File: config.mk
export PLATFORM = sky130hd
export DESIGN_NAME = psa_slot_find
export DESIGN_NICKNAME = d
export VERILOG_FILES = /design/src/rtl/psa_pkg.sv /design/src/rtl/psa_slot_find.sv
export SDC_FILE = /design/constraint.sdc
export NUM_CORES = 1
export LEC_CHECK = 0
export ABC_AREA = 1
export BUFFER_PORTS_ARGS = -buffer_cell sky130_fd_sc_hd__buf_2
export CAP_MARGIN = 20
export CORE_MARGIN = 4
export CORE_UTILIZATION = 26
export DETAILED_ROUTE_END_ITERATION = 7
export SLEW_MARGIN = 0
export SYNTH_ARGS = -nofsm -noshare
export SYNTH_HDL_FRONTEND = slang
export SYNTH_SLANG_ARGS = --single-unit
File: constraint.sdc
create_clock -name vclk -period 4.8
set_clock_uncertainty 0.15 [all_clocks]
set_input_delay 0.48 -clock vclk [all_inputs]
set_output_delay 0.48 -clock vclk [all_outputs]
set_load 0.02 [all_outputs]
File: src/rtl/psa_pkg.sv
// ---------------------------------------------------------------------------
// psa_pkg: shared types and constants for the paged slot allocator
// Holds page memory layout, command and status codes and the control states.
// ---------------------------------------------------------------------------
package psa_pkg;

    localparam int PAGE_COUNT = 256;
    localparam int SLOT_COUNT = 64;

    localparam int PAGE_W = $clog2(PAGE_COUNT);
    localparam int SLOT_W = $clog2(SLOT_COUNT);
    localparam int LINK_W = PAGE_W + 1;
    localparam int FILL_W = $clog2(SLOT_COUNT + 1);

    localparam logic [LINK_W-1:0] LIST_NONE = LINK_W'(PAGE_COUNT);

    // configuration port
    localparam int CFG_IDX_W  = 1;
    localparam int CFG_DATA_W = 7;
    localparam logic [CFG_IDX_W-1:0] CFG_SLOTS_PER_PAGE = 1'b0;
    localparam logic [CFG_IDX_W-1:0] CFG_STORE_OPEN     = 1'b1;

    typedef enum logic [1:0] {
        CMD_INSERT = 2'd0,
        CMD_DELETE = 2'd1,
        CMD_CHECK  = 2'd2,
        CMD_CHECK_ALT = 2'd3
    } t_cmd;

    typedef enum logic [2:0] {
        STS_OK      = 3'd0,
        STS_CLOSED  = 3'd1,
        STS_BADADDR = 3'd2,
        STS_EMPTY   = 3'd3,
        STS_NOPAGE  = 3'd4
    } t_status;

    typedef enum logic {
        S_IDLE,
        S_EXEC
    } t_state;

    typedef struct packed {
        logic [SLOT_COUNT-1:0] slot_map;
        logic [FILL_W-1:0]     fill;
        logic [LINK_W-1:0]     link;
    } t_page_entry;

    localparam int ENTRY_W = $bits(t_page_entry);

    typedef struct packed {
        logic              found;
        logic [SLOT_W-1:0] slot;
    } t_find;

endpackage

File: src/rtl/psa_slot_find.sv
// ---------------------------------------------------------------------------
// psa_slot_find: lowest clear slot search
// Masks the occupancy map to the usable slots and encodes the lowest free one.
// ---------------------------------------------------------------------------
module psa_slot_find (
    input  logic [psa_pkg::SLOT_COUNT-1:0] i_slot_map,
    input  logic [psa_pkg::FILL_W-1:0]     i_usable,
    output psa_pkg::t_find                 o_find
);
    import psa_pkg::*;

    logic [SLOT_COUNT-1:0] free_bits;

    always_comb begin
        for (int i = 0; i < SLOT_COUNT; i++) begin
            free_bits[i] = !i_slot_map[i] && (FILL_W'(i) < i_usable);
        end
    end

    always_comb begin
        o_find.found = |free_bits;
        o_find.slot  = '0;
        for (int i = SLOT_COUNT - 1; i >= 0; i--) begin
            if (free_bits[i]) begin
                o_find.slot = SLOT_W'(i);
            end
        end
    end

endmodule

==> results of run 1 <==
[cells by family (layout without fill, tap and decap cells)]
| group | Yosys count | count (layout) | synth area share (%) |
|---|---|---|---|
| AOI/OAI and AO/OA | 66 | 66 | 24.0 |
| buffers and inverters | 62 | 190 | 19.1 |
| and+or+nand+nor | 228 | 228 | 56.9 |
[per-stage QoR]
step	hold WS (ns)	instances	setup TNS (ns)	setup WS (ns)
2_1_floorplan	1.04	356	0	0.286
6_report	1.20	559	-0.135	-0.117
3_5_place_dp	1.22	540	-0.165	-0.165
4_1_cts	1.21	559	-0.133	-0.0978
5_1_grt	1.24	559	-1.11	-0.821
3_3_place_gp	1.21	540	-0.109	-0.109
[layout make-up]
cell class / count / area (µm²)
multi-input cells: 294 / 1380
fillers: 681 / 3410
well taps: 75 / 93.8
inverters: 59 / 293
repair buffers: 131 / 812
[path summary, 6_finish.rpt]
path                          start         to  slack, ns  cells after the start
worst max-delay path    i_usable[0]  o_find[0]      -0.12                     66
worst min-delay path  i_slot_map[0]  o_find[0]       1.20                      4
[layout by cell type (no fill, tap or decap), types with 2 or more instances in the layout]
cell / netlist / layout
a211o_2: 3 / 3
a211oi_1: 3 / 3
a21oi_1: 14 / 13
a21oi_2: 1 / 2
buf_2: 0 / 73
buf_4: 0 / 55
buf_6: 1 / 3
bufinv_8: 5 / 5
inv_1: 44 / 42
inv_2: 9 / 10
nand2_1: 118 / 111
nand2_2: 1 / 7
nand2_4: 2 / 3
nand3_1: 3 / 3
nor2_1: 80 / 79
nor2_4: 1 / 3
nor3_1: 15 / 15
o21a_1: 3 / 3
o21ai_0: 29 / 29
o21ai_2: 1 / 3
o21bai_1: 4 / 4
or2_2: 4 / 3
or2_4: 0 / 2
[what timing repair did]
action | CTS | global route
pin swaps | 3 | 5
hold buffers | 0 | 0
endpoints found under the setup margin | 1 | 7
setup buffers | 19 | 0
gates resized for setup | 8 | 22
[power groups by stage]
| stage | registers [mW] | logic [mW] | clock network [mW] |
|---|---|---|---|
| floorplan | 0 | 0.129 | 0 |
| global placement | 0 | 0.207 | 0 |
| detailed placement | 0 | 0.208 | 0 |
| CTS | 0 | 0.226 | 0 |
| global route | 0 | 0.266 | 0 |
| finish | 0 | 0.234 | 0 |
[per-layer routing]
metal / vias to the layer above / track usage, % / routed length (µm)
met5: - / 0 / 0
met4: 0 / 2.97 / 76
met3: 6 / 1.80 / 388
met2: 68 / 28.6 / 3020
met1: 1066 / 22.2 / 2880
li1: 1367 / - / -
==> run_results.csv, run 1 <==
group,metric,value,unit
logic_synthesis,yosysTopAreaCellShare,27.3,%
logic_synthesis,yosysMostFrequentCell,"nand2_1",
sta,fin_ws,-0.117,ns
sta,fin_crit,4.92,ns
place,globalplace.congestion,0.919,
worst_setup_path,critical-path-top-delay-family,"simple AND/OR/NAND/NOR gates",
place,dpl_cell_area,2340,µm²
worst_setup_path,crit_top_cell,"nand2_1",
layout,design_area,2580,µm²
layout,area_growth,59.0,%
power,totalPowerFinal,0.234,mW
drt,routed_via_density,4.48,
die,core,5990,µm²
global_route,grt_pass1_vias,2425,
global_route,grt_pass1_wl,10.4,mm
die,die_y,87.0,µm
power,switching_share,52.4,%
logic_synthesis,yosysSeqAreaShare,0,%
logic_synthesis,synth_area,1620,µm²
drt,route.detailed.drc,0,
worst_setup_path,cp-end-kind,"primary output",
logic_synthesis,synth.largest_area_cell,"nand2_1",
power,seqPwrFrac,0,%
power,p_switching,0.123,mW
power,leakagePower,1.51,nW
die,rows,28,
drt,dr.pass1.iters,4,
worst_setup_path,path_class,"input port to primary output",
die,ios,78,
worst_setup_path,worstSetupStartpointType,"input port",
min_path,worst_hold_path_type,"input port to primary output",
logic_synthesis,syn_avg_cell_area,4.55,µm²
layout,design.seq.count,0,
run_status,status,"complete, but fails checks",
layout,diodes,0,
drt,drt_wl_total,6.37,mm
drt,drtAntennaViolNets,0,
power,ir_drop,42.5,µV
power,power.density,90.7,nW/µm²
global_route,grt_max_degree,12,
logic_synthesis,yosys-top-cells-area,"nand2_1, nor2_1, inv_1",
sta,setup-violations-final,2,
worst_setup_path,critPathMaxStageDelay,0.26,ns
place,dpl.hpwl,5.18,mm
power,internal-power,0.111,mW
layout,n_clock_buffer,0,
place,numPortBuffers,78,
sta,period_share,102,%
sta,hold_viol_final,0,
logic_synthesis,ys_types,30,
sta,slew_headroom,76.3,%
sta,fmax,203,MHz
drt,drt_iter0_drc,77,
drt,wire_per_inst,11.4,µm
layout,nets,557,
power,p_clk_share,0,%
global_route,antenna_found_initial,0,
run_status,failed_checks,"setup timing",
drt,via_count,2507,
worst_setup_path,cp.buffers_inverters,3,
logic_synthesis,synthTopCellsByCount,"nand2_1, nor2_1, inv_1",
power,comb_power_share,100.0,%
global_route,grt.overflow.total,0,
layout,fin_util,43.0,%
worst_setup_path,cp.arrival,4.29,ns
layout,layout-drive-gt1-share,36.2,%
logic_synthesis,syn_nets,427,
die,dieArea,7560,µm²
global_route,track_usage,16.6,%
logic_synthesis,synth_cells,356,
die,start_util,27.1,%
job,cap_violations,0,
sta,rsz0062_at_grt,"true",
worst_setup_path,cp_data_required_time,4.17,ns
sta,tightestPinTransition,0.352,ns
logic_synthesis,yosysWarnings,0,
sta,drv_slew,0,
worst_setup_path,cp_max_fo,3,
layout,regArea,0,µm²
worst_setup_path,critPathSlowestCell,"or2_4",
die,die_w,87.0,µm
Note: power is estimated with default switching activity, not from simulation.
==> run 2, diff against run 1 <==
--- a/config.mk
+++ b/config.mk
@@ -6,11 +6,12 @@
 export NUM_CORES = 1
 export LEC_CHECK = 0
 export ABC_AREA = 1
-export BUFFER_PORTS_ARGS = -buffer_cell sky130_fd_sc_hd__buf_2
 export CAP_MARGIN = 20
 export CORE_MARGIN = 4
 export CORE_UTILIZATION = 26
 export DETAILED_ROUTE_END_ITERATION = 7
+export DONT_BUFFER_PORTS = 1
+export MAX_ROUTING_LAYER = met4
 export SLEW_MARGIN = 0
 export SYNTH_ARGS = -nofsm -noshare
 export SYNTH_HDL_FRONTEND = slang
==> run 2 against run 1 <==
Effect of this change: the run now ends clean; critical path depth decreased by 2; largest cell class unchanged; largest power group unchanged; first-iteration DRC count grew 49%; highest routed layer unchanged; maximum frequency grew 3.1%; die area stayed put; total power decreased by 27%; flip-flop and latch count unchanged; sequential share of layout area stayed put.
==> run_results.csv, run 2 (synthesis gave the netlist of run 1 again) <==
group,metric,value,unit
worst_setup_path,critPathMaxStageDelay,0.23,ns
layout,diodes,0,
die,start_util,27.1,%
sta,drv_slew,0,
die,die_y,87.0,µm
worst_setup_path,critPathSlowestCell,"or2_4",
global_route,grt_pass1_wl,9.18,mm
die,core,5990,µm²
worst_setup_path,cp.arrival,4.14,ns
drt,drt_wl_total,5.90,mm
place,numPortBuffers,0,
worst_setup_path,cp_max_fo,3,
run_status,status,"finished clean",
place,globalplace.congestion,0.975,
global_route,antenna_found_initial,0,
power,switching_share,58.8,%
sta,hold_viol_final,0,
sta,timing.hold.ws,1.07,ns
layout,regArea,0,µm²
drt,route.detailed.drc,0,
power,seqPwrFrac,0,%
die,ios,78,
global_route,grt.overflow.total,0,
power,p_switching,0.101,mW
layout,design.seq.count,0,
worst_setup_path,path_class,"input port to primary output",
global_route,track_usage,15.2,%
drt,drtAntennaViolNets,0,
worst_setup_path,cp-end-kind,"primary output",
layout,layout_common_cells,"nand2_1, nor2_1, inv_1, o21ai_0, buf_4",
layout,nets,447,
worst_setup_path,crit_top_cell,"nand2_1",
die,die_w,87.0,µm
layout,layout-drive-gt1-share,16.6,%
place,dpl.hpwl,4.96,mm
power,totalPowerFinal,0.172,mW
place,dp_worst_setup_slack,0.0114,ns
die,dieArea,7560,µm²
sta,tightestPinTransition,0.520,ns
drt,drt_iter0_drc,115,
layout,final_common_cell,"nand2_1",
sta,slew_headroom,65.2,%
sta,fin_ws,0.0328,ns
power,leakagePower,1.06,nW
worst_setup_path,cp_data_required_time,4.17,ns
drt,wire_per_inst,13.1,µm
layout,num-fill-cells,694,
drt,via_count,2141,
sta,period_share,99.3,%
drt,routed_via_density,4.77,
power,internal-power,0.0708,mW
power,ir_drop,34.1,µV
sta,setup-violations-final,0,
clock_tree,hold_buffers,0,
die,rows,28,
sta,fin_setup_tns,0,ns
sta,fin_crit,4.77,ns
power,power.density,89.2,nW/µm²
global_route,grt_pass1_vias,2004,
layout,area_growth,18.8,%
layout,n_clock_buffer,0,
global_route,grt_max_degree,13,
drt,dr.pass1.iters,4,
sta,rsz0062_at_grt,"true",
power,p_clk_share,0,%
power,comb_power_share,100.0,%
job,cap_violations,0,
worst_setup_path,worstSetupStartpointType,"input port",
min_path,worst_hold_path_type,"input port to primary output",
sta,fmax,210,MHz
run 2: stage by stage:
stage | util, % | std cells | cell area, µm²
final | 32.1 | 449 | 1930
after global routing | 32.1 | 449 | 1930
after CTS | 30.6 | 445 | 1830
after detailed placement | 30.5 | 445 | 1820
after global placement | 30.5 | 445 | 1820
after floorplan | - | 356 | 1620
run 2: path summary, 6_finish.rpt:
path	slack [ns]	cells past startpoint	endpoint	startpoint
worst max-delay path	0.03	64	o_find[0]	i_usable[0]
worst min-delay path	1.07	2	o_find[0]	i_slot_map[0]
run 2: final cells by class:
| type | count | area [µm²] | share of cell area, % |
|---|---|---|---|
| Timing Repair Buffer | 21 | 158 | 8.19 |
| Inverter | 59 | 298 | 15.5 |
| Multi-Input combinational cell | 294 | 1380 | 71.5 |
| Tap cell | 75 | 93.8 | 4.87 |
run 2: routing by layer:
layer | vias up | GRT usage [%] | routed length, µm
li1 | 1153 | - | -
met1 | 903 | 20.8 | 2630
met2 | 81 | 24.7 | 2740
met3 | 4 | 1.89 | 464
met4 | 0 | 1.70 | 59
met5 | - | - | 0
run 2: repair_timing:
| item | CTS | global route |
|---|---|---|
| setup endpoints to repair | 1 | 1 |
| buffers inserted | 0 | 4 |
| resized for setup | 1 | 19 |
| pin swaps | 0 | 7 |
run 2: power by group through the flow:
stage | registers (mW) | logic, mW | clock network [mW]
finish | 0 | 0.172 | 0
global route | 0 | 0.198 | 0
CTS | 0 | 0.162 | 0
detailed placement | 0 | 0.161 | 0
floorplan | 0 | 0.129 | 0
global placement | 0 | 0.159 | 0
run 2: worst max-delay path: cells and delay by family:
kind	cells	cell delay [ns]
buffers and inverters	1	0.06
AO/OA/AOI/OAI	2	0.36
AND/OR/NAND/NOR	61	3.20
